==> src/lct_pkg.sv <==
// shared constants, types and helpers for the lfu cache table
package lct_pkg;

  localparam int unsigned DEF_TABLE_ENTRIES = 16;
  localparam int unsigned CAP_W             = 5;
  localparam int unsigned KEY_W             = 32;
  localparam int unsigned VALUE_W           = 32;
  localparam int unsigned COUNT_W           = 32;
  localparam int unsigned ENTRY_W           = KEY_W + VALUE_W + COUNT_W;

  localparam logic [CAP_W-1:0]   CAP_RESET   = CAP_W'(16);
  localparam logic [VALUE_W-1:0] MISS_VALUE  = '1;
  localparam logic [VALUE_W-1:0] PUT_VALUE   = '0;
  localparam logic [COUNT_W-1:0] FIRST_COUNT = COUNT_W'(1);
  localparam logic [COUNT_W-1:0] COUNT_MAX   = '1;

  typedef struct packed {
    logic hit;
    logic free;
    logic victim;
  } lct_scan_t;

  function automatic logic [COUNT_W-1:0] sat_inc(input logic [COUNT_W-1:0] c);
    sat_inc = (c == COUNT_MAX) ? c : c + COUNT_W'(1);
  endfunction

endpackage

==> src/lct_ram.sv <==
// generic single write port ram with registered read
module lct_ram #(
  parameter int unsigned WIDTH = 32,
  parameter int unsigned DEPTH = 16,
  localparam int unsigned AW   = (DEPTH > 1) ? $clog2(DEPTH) : 1
) (
  input  logic             clk_i,
  input  logic             we_i,
  input  logic [AW-1:0]    waddr_i,
  input  logic [WIDTH-1:0] wdata_i,
  input  logic [AW-1:0]    raddr_i,
  output logic [WIDTH-1:0] rdata_o
);

  logic [WIDTH-1:0] mem_q [DEPTH];

  always_ff @(posedge clk_i) begin
    if (we_i) begin
      mem_q[waddr_i] <= wdata_i;
    end
    rdata_o <= mem_q[raddr_i];
  end

endmodule

==> src/lct_scan.sv <==
// scan unit: key match, first free slot, fill count and lfu victim search
module lct_scan import lct_pkg::*; #(
  parameter int unsigned TABLE_ENTRIES = DEF_TABLE_ENTRIES,
  parameter int unsigned IW            = 4,
  parameter int unsigned RW            = 4,
  parameter int unsigned UW            = 5
) (
  input  logic               clk_i,
  input  logic               rst_ni,
  input  logic               clear_i,
  input  logic               beat_i,
  input  logic [IW-1:0]      idx_i,
  input  logic               slot_valid_i,
  input  logic [KEY_W-1:0]   key_i,
  input  logic [ENTRY_W-1:0] entry_i,
  input  logic [RW-1:0]      rank_i,
  output lct_scan_t          flags_o,
  output logic [IW-1:0]      hit_idx_o,
  output logic [ENTRY_W-1:0] hit_entry_o,
  output logic [RW-1:0]      hit_rank_o,
  output logic [IW-1:0]      free_idx_o,
  output logic [IW-1:0]      victim_idx_o,
  output logic [RW-1:0]      victim_rank_o,
  output logic [UW-1:0]      used_o
);

  lct_scan_t          flags_q, flags_d;
  logic [UW-1:0]      used_q, used_d;
  logic [IW-1:0]      hit_idx_q, free_idx_q, victim_idx_q;
  logic [ENTRY_W-1:0] hit_entry_q;
  logic [RW-1:0]      hit_rank_q, victim_rank_q;
  logic [COUNT_W-1:0] victim_count_q;
  logic [KEY_W-1:0]   ent_key;
  logic [COUNT_W-1:0] ent_count;
  logic               take_hit, take_free, take_victim;

  assign ent_key   = entry_i[ENTRY_W-1 -: KEY_W];
  assign ent_count = entry_i[COUNT_W-1:0];

  always_comb begin
    take_hit    = beat_i && slot_valid_i && (ent_key == key_i);
    take_free   = beat_i && !slot_valid_i && !flags_q.free;
    take_victim = beat_i && slot_valid_i &&
                  (!flags_q.victim || (ent_count < victim_count_q) ||
                   ((ent_count == victim_count_q) && (rank_i > victim_rank_q)));
    flags_d = flags_q;
    used_d  = used_q;
    if (clear_i) begin
      flags_d = '0;
      used_d  = '0;
    end else begin
      if (take_hit)    flags_d.hit    = 1'b1;
      if (take_free)   flags_d.free   = 1'b1;
      if (take_victim) flags_d.victim = 1'b1;
      if (beat_i && slot_valid_i) used_d = used_q + UW'(1);
    end
  end

  always_ff @(posedge clk_i or negedge rst_ni) begin
    if (!rst_ni) begin
      flags_q <= '0;
      used_q  <= '0;
    end else begin
      flags_q <= flags_d;
      used_q  <= used_d;
    end
  end

  always_ff @(posedge clk_i) begin
    if (take_hit) begin
      hit_idx_q   <= idx_i;
      hit_entry_q <= entry_i;
      hit_rank_q  <= rank_i;
    end
    if (take_free) begin
      free_idx_q <= idx_i;
    end
    if (take_victim) begin
      victim_idx_q   <= idx_i;
      victim_rank_q  <= rank_i;
      victim_count_q <= ent_count;
    end
  end

  assign flags_o       = flags_q;
  assign hit_idx_o     = hit_idx_q;
  assign hit_entry_o   = hit_entry_q;
  assign hit_rank_o    = hit_rank_q;
  assign free_idx_o    = free_idx_q;
  assign victim_idx_o  = victim_idx_q;
  assign victim_rank_o = victim_rank_q;
  assign used_o        = used_q;

endmodule

==> src/lfu_cache_table_top.sv <==
// top level of the lfu cache table with lru tie-break
//
// Key/value cache. An input transfer carries action (0 get, 1 put), key and
// value; every input transfer yields exactly one output transfer with found
// and read_value, in order. The capacity register is written over the cfg
// channel, which is always ready; write it only while the block is idle.
// An item runs through a sequencer: one scan pass over all TABLE_ENTRIES
// slots reads the entry and rank memories to find the key, the first free
// slot and the least frequently used victim, then a decision state writes
// the entry where the item needs it, then a second pass rewrites the recency
// ranks; a get miss or a dropped put skips the rank pass. in_ready_o is high
// only while idle, so a new item is accepted only once the last one is
// through its passes. Both passes are set by the single read port of each
// memory, one slot per cycle. A new item may be accepted while the last
// result still waits. If the receiver stalls, the result is held and a
// finished item waits.
// Reset clears all valid bits and sets capacity to 16; no clearing pass.
module lfu_cache_table_top import lct_pkg::*; #(
  parameter int unsigned TABLE_ENTRIES = DEF_TABLE_ENTRIES
) (
  input  logic               clk_i,
  input  logic               rst_ni,
  input  logic               in_valid_i,
  output logic               in_ready_o,
  input  logic               action_i,
  input  logic [KEY_W-1:0]   key_i,
  input  logic [VALUE_W-1:0] value_i,
  output logic               out_valid_o,
  input  logic               out_ready_i,
  output logic               found_o,
  output logic [VALUE_W-1:0] read_value_o,
  input  logic               cfg_valid_i,
  output logic               cfg_ready_o,
  input  logic [CAP_W-1:0]   cfg_data_i
);

  localparam int unsigned IW   = (TABLE_ENTRIES > 1) ? $clog2(TABLE_ENTRIES) : 1;
  localparam int unsigned RW   = IW;
  localparam int unsigned UW   = $clog2(TABLE_ENTRIES + 1);
  localparam int unsigned CMPW = (UW > CAP_W) ? UW : CAP_W;
  localparam logic [IW-1:0]   LAST_IDX = IW'(TABLE_ENTRIES - 1);
  localparam logic [CMPW-1:0] MAX_CAP  = CMPW'(TABLE_ENTRIES);

  localparam logic [2:0] S_IDLE   = 3'd0;
  localparam logic [2:0] S_SCAN   = 3'd1;
  localparam logic [2:0] S_SFLUSH = 3'd2;
  localparam logic [2:0] S_DECIDE = 3'd3;
  localparam logic [2:0] S_RANK   = 3'd4;
  localparam logic [2:0] S_RFLUSH = 3'd5;
  localparam logic [2:0] S_DONE   = 3'd6;

  logic [2:0]               state_q, state_d;
  logic [IW-1:0]            addr_q, addr_d;
  logic                     rd_vld_q;
  logic [IW-1:0]            rd_idx_q;
  logic [TABLE_ENTRIES-1:0] valid_q, valid_d;
  logic [CAP_W-1:0]         cap_q;
  logic                     out_valid_q;
  logic                     found_q;
  logic [VALUE_W-1:0]       read_value_q;

  logic                     is_put_q;
  logic [KEY_W-1:0]         key_q;
  logic [VALUE_W-1:0]       value_q;
  logic [IW-1:0]            tgt_q, tgt_d;
  logic [RW-1:0]            ref_rank_q, ref_rank_d;
  logic                     all_q, all_d;
  logic                     res_found_q, res_found_d;
  logic [VALUE_W-1:0]       res_value_q, res_value_d;

  logic                     in_xfer;
  logic                     out_load;
  logic                     scan_beat, rank_beat;
  logic [CMPW-1:0]          cap_eff;
  logic                     has_room;

  logic                     ent_we;
  logic [IW-1:0]            ent_waddr;
  logic [ENTRY_W-1:0]       ent_wdata;
  logic [ENTRY_W-1:0]       ent_rdata;
  logic                     rank_we;
  logic [RW-1:0]            rank_wdata;
  logic [RW-1:0]            rank_rdata;
  logic                     rk_tgt, rk_inc;

  lct_scan_t                scan_flags;
  logic [IW-1:0]            hit_idx, free_idx, victim_idx;
  logic [ENTRY_W-1:0]       hit_entry;
  logic [RW-1:0]            hit_rank, victim_rank;
  logic [UW-1:0]            used;
  logic [VALUE_W-1:0]       hit_data;
  logic [COUNT_W-1:0]       hit_count;

  assign in_ready_o  = (state_q == S_IDLE);
  assign in_xfer     = in_valid_i && in_ready_o;
  assign cfg_ready_o = 1'b1;
  assign out_load    = (state_q == S_DONE) && (!out_valid_q || out_ready_i);
  assign scan_beat   = rd_vld_q && ((state_q == S_SCAN) || (state_q == S_SFLUSH));
  assign rank_beat   = rd_vld_q && ((state_q == S_RANK) || (state_q == S_RFLUSH));

  assign hit_data  = hit_entry[COUNT_W +: VALUE_W];
  assign hit_count = hit_entry[COUNT_W-1:0];
  assign cap_eff   = (CMPW'(cap_q) > MAX_CAP) ? MAX_CAP : CMPW'(cap_q);
  assign has_room  = (CMPW'(used) < cap_eff) && scan_flags.free;

  lct_ram #(
    .WIDTH (ENTRY_W),
    .DEPTH (TABLE_ENTRIES)
  ) u_entry_ram (
    .clk_i   (clk_i),
    .we_i    (ent_we),
    .waddr_i (ent_waddr),
    .wdata_i (ent_wdata),
    .raddr_i (addr_q),
    .rdata_o (ent_rdata)
  );

  lct_ram #(
    .WIDTH (RW),
    .DEPTH (TABLE_ENTRIES)
  ) u_rank_ram (
    .clk_i   (clk_i),
    .we_i    (rank_we),
    .waddr_i (rd_idx_q),
    .wdata_i (rank_wdata),
    .raddr_i (addr_q),
    .rdata_o (rank_rdata)
  );

  lct_scan #(
    .TABLE_ENTRIES (TABLE_ENTRIES),
    .IW            (IW),
    .RW            (RW),
    .UW            (UW)
  ) u_scan (
    .clk_i         (clk_i),
    .rst_ni        (rst_ni),
    .clear_i       (in_xfer),
    .beat_i        (scan_beat),
    .idx_i         (rd_idx_q),
    .slot_valid_i  (valid_q[rd_idx_q]),
    .key_i         (key_q),
    .entry_i       (ent_rdata),
    .rank_i        (rank_rdata),
    .flags_o       (scan_flags),
    .hit_idx_o     (hit_idx),
    .hit_entry_o   (hit_entry),
    .hit_rank_o    (hit_rank),
    .free_idx_o    (free_idx),
    .victim_idx_o  (victim_idx),
    .victim_rank_o (victim_rank),
    .used_o        (used)
  );

  // rank pass: target goes to zero, younger valid entries age by one (all valid entries on an insert into a free slot)
  always_comb begin
    rk_tgt     = (rd_idx_q == tgt_q);
    rk_inc     = valid_q[rd_idx_q] && !rk_tgt && (all_q || (rank_rdata < ref_rank_q));
    rank_we    = rank_beat && (rk_tgt || rk_inc);
    rank_wdata = rk_tgt ? '0 : rank_rdata + RW'(1);
  end

  always_comb begin
    state_d     = state_q;
    addr_d      = addr_q;
    valid_d     = valid_q;
    tgt_d       = tgt_q;
    ref_rank_d  = ref_rank_q;
    all_d       = all_q;
    res_found_d = res_found_q;
    res_value_d = res_value_q;
    ent_we      = 1'b0;
    ent_waddr   = hit_idx;
    ent_wdata   = {key_q, value_q, FIRST_COUNT};
    case (state_q)
      S_IDLE: begin
        if (in_valid_i) begin
          state_d = S_SCAN;
          addr_d  = '0;
        end
      end
      S_SCAN, S_RANK: begin
        if (addr_q == LAST_IDX) begin
          state_d = (state_q == S_SCAN) ? S_SFLUSH : S_RFLUSH;
        end else begin
          addr_d = addr_q + IW'(1);
        end
      end
      S_SFLUSH: begin
        state_d = S_DECIDE;
      end
      S_DECIDE: begin
        addr_d      = '0;
        res_found_d = scan_flags.hit;
        res_value_d = PUT_VALUE;
        all_d       = 1'b0;
        state_d     = S_DONE;
        if (scan_flags.hit) begin
          if (!is_put_q) begin
            res_value_d = hit_data;
          end
          ent_we     = 1'b1;
          ent_waddr  = hit_idx;
          ent_wdata  = {key_q, (is_put_q ? value_q : hit_data), sat_inc(hit_count)};
          tgt_d      = hit_idx;
          ref_rank_d = hit_rank;
          state_d    = S_RANK;
        end else if (!is_put_q) begin
          res_value_d = MISS_VALUE;
        end else if (cap_eff == '0) begin
          state_d = S_DONE;
        end else if (has_room) begin
          ent_we           = 1'b1;
          ent_waddr        = free_idx;
          valid_d[free_idx] = 1'b1;
          tgt_d            = free_idx;
          all_d            = 1'b1;
          state_d          = S_RANK;
        end else if (scan_flags.victim) begin
          ent_we     = 1'b1;
          ent_waddr  = victim_idx;
          tgt_d      = victim_idx;
          ref_rank_d = victim_rank;
          state_d    = S_RANK;
        end
      end
      S_RFLUSH: begin
        state_d = S_DONE;
      end
      S_DONE: begin
        if (!out_valid_q || out_ready_i) begin
          state_d = S_IDLE;
        end
      end
      default: begin
        state_d = S_IDLE;
      end
    endcase
  end

  always_ff @(posedge clk_i or negedge rst_ni) begin
    if (!rst_ni) begin
      state_q     <= S_IDLE;
      addr_q      <= '0;
      rd_vld_q    <= 1'b0;
      valid_q     <= '0;
      cap_q       <= CAP_RESET;
      out_valid_q <= 1'b0;
    end else begin
      state_q  <= state_d;
      addr_q   <= addr_d;
      rd_vld_q <= (state_q == S_SCAN) || (state_q == S_RANK);
      valid_q  <= valid_d;
      if (cfg_valid_i) begin
        cap_q <= cfg_data_i;
      end
      if (out_load) begin
        out_valid_q <= 1'b1;
      end else if (out_ready_i) begin
        out_valid_q <= 1'b0;
      end
    end
  end

  always_ff @(posedge clk_i) begin
    rd_idx_q    <= addr_q;
    tgt_q       <= tgt_d;
    ref_rank_q  <= ref_rank_d;
    all_q       <= all_d;
    res_found_q <= res_found_d;
    res_value_q <= res_value_d;
    if (in_xfer) begin
      is_put_q <= action_i;
      key_q    <= key_i;
      value_q  <= value_i;
    end
    if (out_load) begin
      found_q      <= res_found_q;
      read_value_q <= res_value_q;
    end
  end

  assign out_valid_o  = out_valid_q;
  assign found_o      = found_q;
  assign read_value_o = read_value_q;

  // a stalled finished item waits and does not overwrite the pending result
  a_done_waits: assert property (@(posedge clk_i) disable iff (!rst_ni)
    (state_q == S_DONE && out_valid_q && !out_ready_i) |=> (state_q == S_DONE))
    else $error("result dropped while receiver stalls");

  // a get miss leaves the table untouched
  a_get_miss_clean: assert property (@(posedge clk_i) disable iff (!rst_ni)
    (state_q == S_DECIDE && !scan_flags.hit && !is_put_q) |-> (!ent_we && valid_d == valid_q))
    else $error("get miss modified the table");

  // rank memory is only written during the rank pass
  a_rank_we_pass: assert property (@(posedge clk_i) disable iff (!rst_ni)
    rank_we |-> (state_q == S_RANK || state_q == S_RFLUSH))
    else $error("rank write outside rank pass");

  // an accepted item drops ready on the next cycle
  a_busy_after_xfer: assert property (@(posedge clk_i) disable iff (!rst_ni)
    in_xfer |=> !in_ready_o)
    else $error("ready high right after input transfer");

endmodule

==> config.mk <==
export PLATFORM = sky130hd
export DESIGN_NAME = lfu_cache_table_top
export DESIGN_NICKNAME = d
export VERILOG_FILES = /design/src/lct_pkg.sv /design/src/lct_ram.sv /design/src/lct_scan.sv /design/src/lfu_cache_table_top.sv
export SDC_FILE = /design/constraint.sdc
export NUM_CORES = 2
export LEC_CHECK = 0
export CAP_MARGIN = 20
export CORE_UTILIZATION = 45
export DETAILED_ROUTE_END_ITERATION = 16
export DONT_BUFFER_PORTS = 1
export GPL_ROUTABILITY_DRIVEN = 0
export PLACE_DENSITY = 0.6
export SLEW_MARGIN = 25
export SYNTH_ARGS = -nofsm -noshare
export SYNTH_HDL_FRONTEND = slang
export SYNTH_SLANG_ARGS = --single-unit
==> constraint.sdc <==
create_clock -name clk_i -period 9.5 [get_ports clk_i]
set_input_delay 0.95 -clock clk_i [delete_from_list [all_inputs] [get_ports clk_i]]
set_output_delay 0.95 -clock clk_i [all_outputs]
set_load 0.005 [all_outputs]
# Word level (Yosys, flattened, before mapping)
# Memory sizes are Yosys's and may differ from the RTL's. A register that Yosys moved wholly into a read port is not among the register bits.
# Index checks and enable logic that the tools add are counted.
# classes
order_cmp	8
n_mux	61
bitwise	4
addsub	4
n_eq_ne	17
reduce_logical	46
# op_table
cell	n
32-bit 2-to-1 mux	5
64-bit 2-to-1 mux	2
4-bit 2-to-1 mux	19
32-bit == test	2
32-bit by 1-bit adder with 32-bit output (second input constant)	1
32-bit == test (second input constant)	1
32-bit < comparator	1
1-bit 2-to-1 mux	18
3-bit one-hot mux with 6 select lines	1
16-bit bitwise OR	1
1-bit logical AND	15
3-bit 2-to-1 mux	5
5-bit 2-to-1 mux	3
2-bit nonzero test	7
4-bit one-hot mux with 3 select lines	1
4-bit by 5-bit < comparator with 1-bit output (second input constant)	2
2-bit 2-to-1 mux	5
5-bit AND reduction	2
3-bit == test (second input constant)	3
4-bit by 1-bit adder with 4-bit output (second input constant)	2
1-bit logical OR	8
3-bit by 2-bit == test with 1-bit output (second input constant)	2
2-bit by 1-bit inequality test with 1-bit output (second input constant)	3
2-bit inequality test (second input constant)	3
other kinds (20)	28
# totals
ram_bits	1600
memories	2
in_bits	75
output_inout_bits	36
word_cells	170
reg_bits	298
# memory_table
name	depth	width	rd	rd_ports_with_merged_regs	write_ports	line	source
u_entry_ram.mem_q	16	96	1	1	1	lct_ram.sv:15	logic [WIDTH-1:0] mem_q [DEPTH];
u_rank_ram.mem_q	16	4	1	1	1	lct_ram.sv:15	

# Longest topological paths before layout
# logic_depth
ltp_word	11
depth_mapped	11
mapped_depth_nobuf	9

# Modules after synthesis
# A second synthesis with hierarchy kept.
# unflattened
hier_cells	3566
hier_area_um2	76060.4
# modules_own_cells
mod	cells_each	area_per_inst_um2	instances	seq_area_each_um2
lct_ram at u_entry_ram	2460	59355.7	1	48046.1
lfu_cache_table_top	624	7985.2	1	5036.1
lct_scan	352	6053.3	1	4644.5
lct_ram at u_rank_ram	130	2666.3	1	2001.9

# Worst setup path before layout
# OpenSTA, ideal clock, no wires.
# synth_path
kind	reg2reg
start	register state_q[1]
end	memory u_entry_ram.mem_q[4][0] (netlist name) (enable)
path_buffers	3
stages_incl_launch_ff	9
synth_period_minus_slack_ps	10187
required_time_ps	8832
setup_time_ps	668
path_slack_ps	-687
arrival_ps	9519
path_cell_list	dfrtp_1 > buf_2 > and3b_1 > clkbuf_1 > o21ai_0 > a21oi_1 > or3b_1 > clkbuf_1 > nor3_1
# synth_between
elab_chain_cells	4
elab_cells_between_ends	5
cone_classes	eq/ne (1); mux (4)
# synth_rtl
item	line	source
from (decl)	lfu_cache_table_top.sv:52	logic [2:0] state_q, state_d;
from (signal assigned)	lfu_cache_table_top.sv:250	state_q <= state_d;
3-bit by 2-bit == test with 1-bit output (*)	lfu_cache_table_top.sv:175	case (state_q)
1-bit 2-to-1 mux	lfu_cache_table_top.sv:175	
1-bit 2-to-1 mux	lct_ram.sv:18	if (we_i) begin
1-bit 2-to-1 mux (implied by the code)	lct_ram.sv:19	mem_q[waddr_i] <= wdata_i;
to (decl)	lct_ram.sv:15	
# Every way passes the cells marked *; elsewhere a longest branch is shown, timed or not.

# Worst setup path in the final report
# layout_path
start	register state_q[0]
end	memory u_entry_ram.mem_q[12][29] (netlist name) (enable)
# Same word-level chain as after synthesis.

==> Flow_metrics.wiki <==
{| class="wikitable"
! Metric !! Value
|-
| Cts bufs inserted || 197
|-
| Max Clk Rate || 186 MHz
|-
| Area growth from synthesis to layout || 12.6%
|-
| LEAKAGE || 27.1 nW
|-
| Final count of hold timing violations || 0
|-
| Die span in y || 410 µm
|-
| Final standard cell utilization of the core || 51.1%
|-
| Overall Global Routing Usage || 19.2%
|-
| Average size of a mapped cell || 22.7 µm²
|-
| Count of warnings emitted by yosys || 0
|-
| Post-place instance area || 78000 µm²
|-
| Sum of negative setup slack || 0 ns
|-
| Clock Latency Late Sink || 0.82 ns
|-
| Final #Nets || 3541
|-
| Clock tree sinks || 1998
|-
| Path class of the lowest-slack min-delay path || input pin to flop
|-
| Number of levels in the clock H-tree || 4
|-
| Initial DRC count || 2933
|-
| Transition time of the tightest slew-check pin || 1.07 ns
|-
| Cell count after placement || 5406
|-
| Required time of the worst setup path || 9.93 ns
|-
| Hold slack final || 0.200 ns
|-
| Count of nets left with antenna violations after detail routing || 0
|-
| Proportion of synthesized chip area in sequential cells || 78.3%
|-
| Clock tree from TritonCTS || yes
|-
| Sequence of cells on the critical path || and3b_2 > nand3_1 > a22o_1 > or3_1 > nor3_2 > buf_4 > buf_4
|-
| Synthesized flop and latch total || 1998
|-
| Drt via density || 5.76
|-
| Delay of the slowest cell on the worst path || 0.89 ns
|-
| Max IR drop VDD || 0.000186 V
|-
| Average wire per standard cell || 27.6 µm
|-
| Unrepaired setup endpoints after global routing || no
|-
| Worst slew margin relative to its limit || 28.8%
|-
| Most common library cell in the layout ignoring fill and taps || sky130_fd_sc_hd__edfxtp_1
|-
| Area enclosed by the die boundary || 168000 µm²
|-
| Number of global-route vias before repair || 34200
|-
| PD cells || 262 nW/µm²
|-
| Library cells used by synthesis || 66
|-
| Core region area || 165000 µm²
|-
| Fraction of registers with async set or reset after synthesis || 1.90%
|-
| Top flip-flop cell by instance count after synthesis || sky130_fd_sc_hd__edfxtp_1
|-
| Number of placement rows || 149
|-
| Non-filler instance count after layout || 5784
|-
| First-pass DRT Iterations || 7
|-
| Count of pins over their slew limit || 0
|-
| Clk buf depth || 3
|-
| Overall routed net length || 160000 µm
|-
| Die width || 410 µm
|-
| Gate count of the mapped netlist || 3306
|-
| Total half-perimeter wirelength after legalization and detailed placement || 80800 µm
|-
| Leading cell types in the layout, fill and taps excluded || 1856 x sky130_fd_sc_hd__edfxtp_1, 504 x sky130_fd_sc_hd__mux4_2, 202 x sky130_fd_sc_hd__clkbuf_16
|-
| Post-route design area || 84600 µm²
|-
| Effective utilization at floorplan || 45.4%
|-
| Max-cap check violation count || 0
|-
| Area of the mapped netlist || 75100 µm²
|-
| Overflow left after global routing || 0
|-
| Number of buffers inserted by port buffering || 0
|-
| CTS-repair resized insts || 0
|-
| Share of final-layout standard cells stronger than drive strength 1 || 26.9%
|-
| Largest net degree at the start of global routing || 135
|-
| Wire length of the first global-routing pass || 235000 µm
|-
| Cell at the slowest stage of the critical path || sky130_fd_sc_hd__and3b_2
|-
| CTS Root Buffer Type || sky130_fd_sc_hd__clkbuf_16
|-
| Max FO, Critical Path || 50
|-
| Clock period minus final worst setup slack || 5.39 ns
|-
| Share of the clock period used by the worst path after layout || 56.7%
|-
| I/O Pins || 111
|-
| DRC violations left || 0
|-
| Worst Setup Start Kind || flop
|-
| Tot Pwr || 22.2 mW
|-
| Post-route clock skew || 0.0249 ns
|-
| Post-synth EDFFs || 1856
|-
| Data arrival time at the worst-slack endpoint || 5.82 ns
|-
| Worst path setup slack after routing || 4.11 ns
|-
| Total vias in the final route || 33300
|-
| Setup-violating endpoint count in the final report || 0
|-
| Crit. End Element || flop
|-
| Clk slew on worst S/H paths || 0.06 ns
|-
| Kind of critical path || flop to flop
|-
| Cell occurring most often along the worst timing path || sky130_fd_sc_hd__buf_4
|-
| Run status || finished, final reports clean
|-
| Net Count, Synth || 3428
|-
| Number of antenna violations at the first check in global routing || 12
|-
| Pre-CTS setup slack || 4.07 ns
|}
cells in the mapped netlist (16+ instances only):
| cell type | n | area, µm² |
|---|---|---|
| sky130_fd_sc_hd__clkbuf_1 | 101 | 379 |
| sky130_fd_sc_hd__xor2_1 | 21 | 184 |
| sky130_fd_sc_hd__nand3_1 | 23 | 115 |
| sky130_fd_sc_hd__mux4_2 | 504 | 11400 |
| sky130_fd_sc_hd__nand2_1 | 47 | 176 |
| sky130_fd_sc_hd__dfxtp_1 | 104 | 2080 |
| sky130_fd_sc_hd__ha_1 | 47 | 588 |
| sky130_fd_sc_hd__nor3_1 | 25 | 125 |
| sky130_fd_sc_hd__a2111oi_0 | 16 | 140 |
| sky130_fd_sc_hd__edfxtp_1 | 1856 | 55700 |
| sky130_fd_sc_hd__xnor2_1 | 47 | 412 |
| sky130_fd_sc_hd__dfrtp_1 | 37 | 926 |
| sky130_fd_sc_hd__nand4_1 | 35 | 219 |
| sky130_fd_sc_hd__buf_1 | 28 | 105 |
| sky130_fd_sc_hd__a21oi_1 | 63 | 315 |
| sky130_fd_sc_hd__inv_1 | 81 | 304 |
| sky130_fd_sc_hd__mux2_2 | 40 | 450 |
| sky130_fd_sc_hd__buf_2 | 22 | 110 |
| sky130_fd_sc_hd__nor2_1 | 47 | 176 |
| sky130_fd_sc_hd__o21ai_0 | 25 | 125 |
final timing paths:
| path | start | endpoint | slack [ns] | depth (start not counted) |
|---|---|---|---|---|
| hold / removal | cfg_valid_i | cap_q[4]$_DFFE_PN1P_ | 0.20 | 1 |
| setup / recovery | state_q[0]$_DFFE_PN0P_ | u_entry_ram.mem_q[12][29]$_DFFE_PP_ | 4.11 | 7 |
| max in group asynchronous | rst_ni | cap_q[4]$_DFFE_PN1P_ | 8.55 | 2 |
| min in group asynchronous | rst_ni | rd_vld_q$_DFF_PN0_ | 0.69 | 2 |
| setup reg to reg | state_q[0]$_DFFE_PN0P_ | u_entry_ram.mem_q[12][29]$_DFFE_PP_ | 4.11 | 7 |
| hold reg to reg | u_entry_ram.rdata_o[56]$_DFF_P_ | u_scan.hit_entry_o[56]$_DFFE_PP_ | 0.40 | 0 |
sequential cells by signal, indices dropped and copies added (netlist names), 5 cells and up:
name,flops
res_value_q,32
u_scan.used_o,5
key_q,32
value_q,32
u_rank_ram.mem_q,64
u_entry_ram.mem_q,1536
valid_q,16
u_scan.victim_count_q,32
cap_q,5
u_scan.hit_entry_o,64
u_entry_ram.rdata_o,96
read_value_o,32
cells by family (layout without fill, tap and decap cells):
logic type,Yosys count,in the layout,synth area share [%]
AOI/OAI and AO/OA,157,157,1.34
xor gates and xnor gates,68,68,0.793
adders and majority gates,47,47,0.783
buffers and inverters,234,521,1.22
DFF,1998,1998,78.3
muxes,557,557,15.9
other,1,3,0.00499
and+or+nand+nor,244,244,1.70
worst max-delay path: cells and delay by family, from the launching register on:
kind / cells / cell delay, ns
simple gates: 4 / 2.37
flops: 1 / 0.55
buf+inv: 2 / 1.59
compound gates: 1 / 0.40
cell type report:
type	instances	area (µm²)
Sequential cell	1998	58800
Fill cell	12800	80800
Antenna cell	2	5.00
Clock buffer	256	5380
Multi-Input combinational cell	1074	15600
Clock inverter	117	1050
Inverter	81	307
Tap cell	2189	2740
Timing Repair Buffer	67	687
repair_timing:
item / in CTS / in global routing
endpoints found under the setup margin: 0 / 0
hold buffers: 2 / 0
buffers inserted: 0 / 0
endpoints found under the hold margin: 38 / 0
power by group:
part / internal, mW / switching [mW]
Sequential: 10.3 / 0.460
Combinational: 1.92 / 1.83
Clock: 4.43 / 3.23
routing by layer:
layer,up-vias,global-route usage (%),part of all wire [%]
met5,-,0,0.0081
met4,2,5.14,2.3
met3,236,2.97,5.0
met2,909,30.9,49
met1,18100,27.6,44
li1,14100,-,-
No activity file was read; power rests on OpenSTA's default activity.
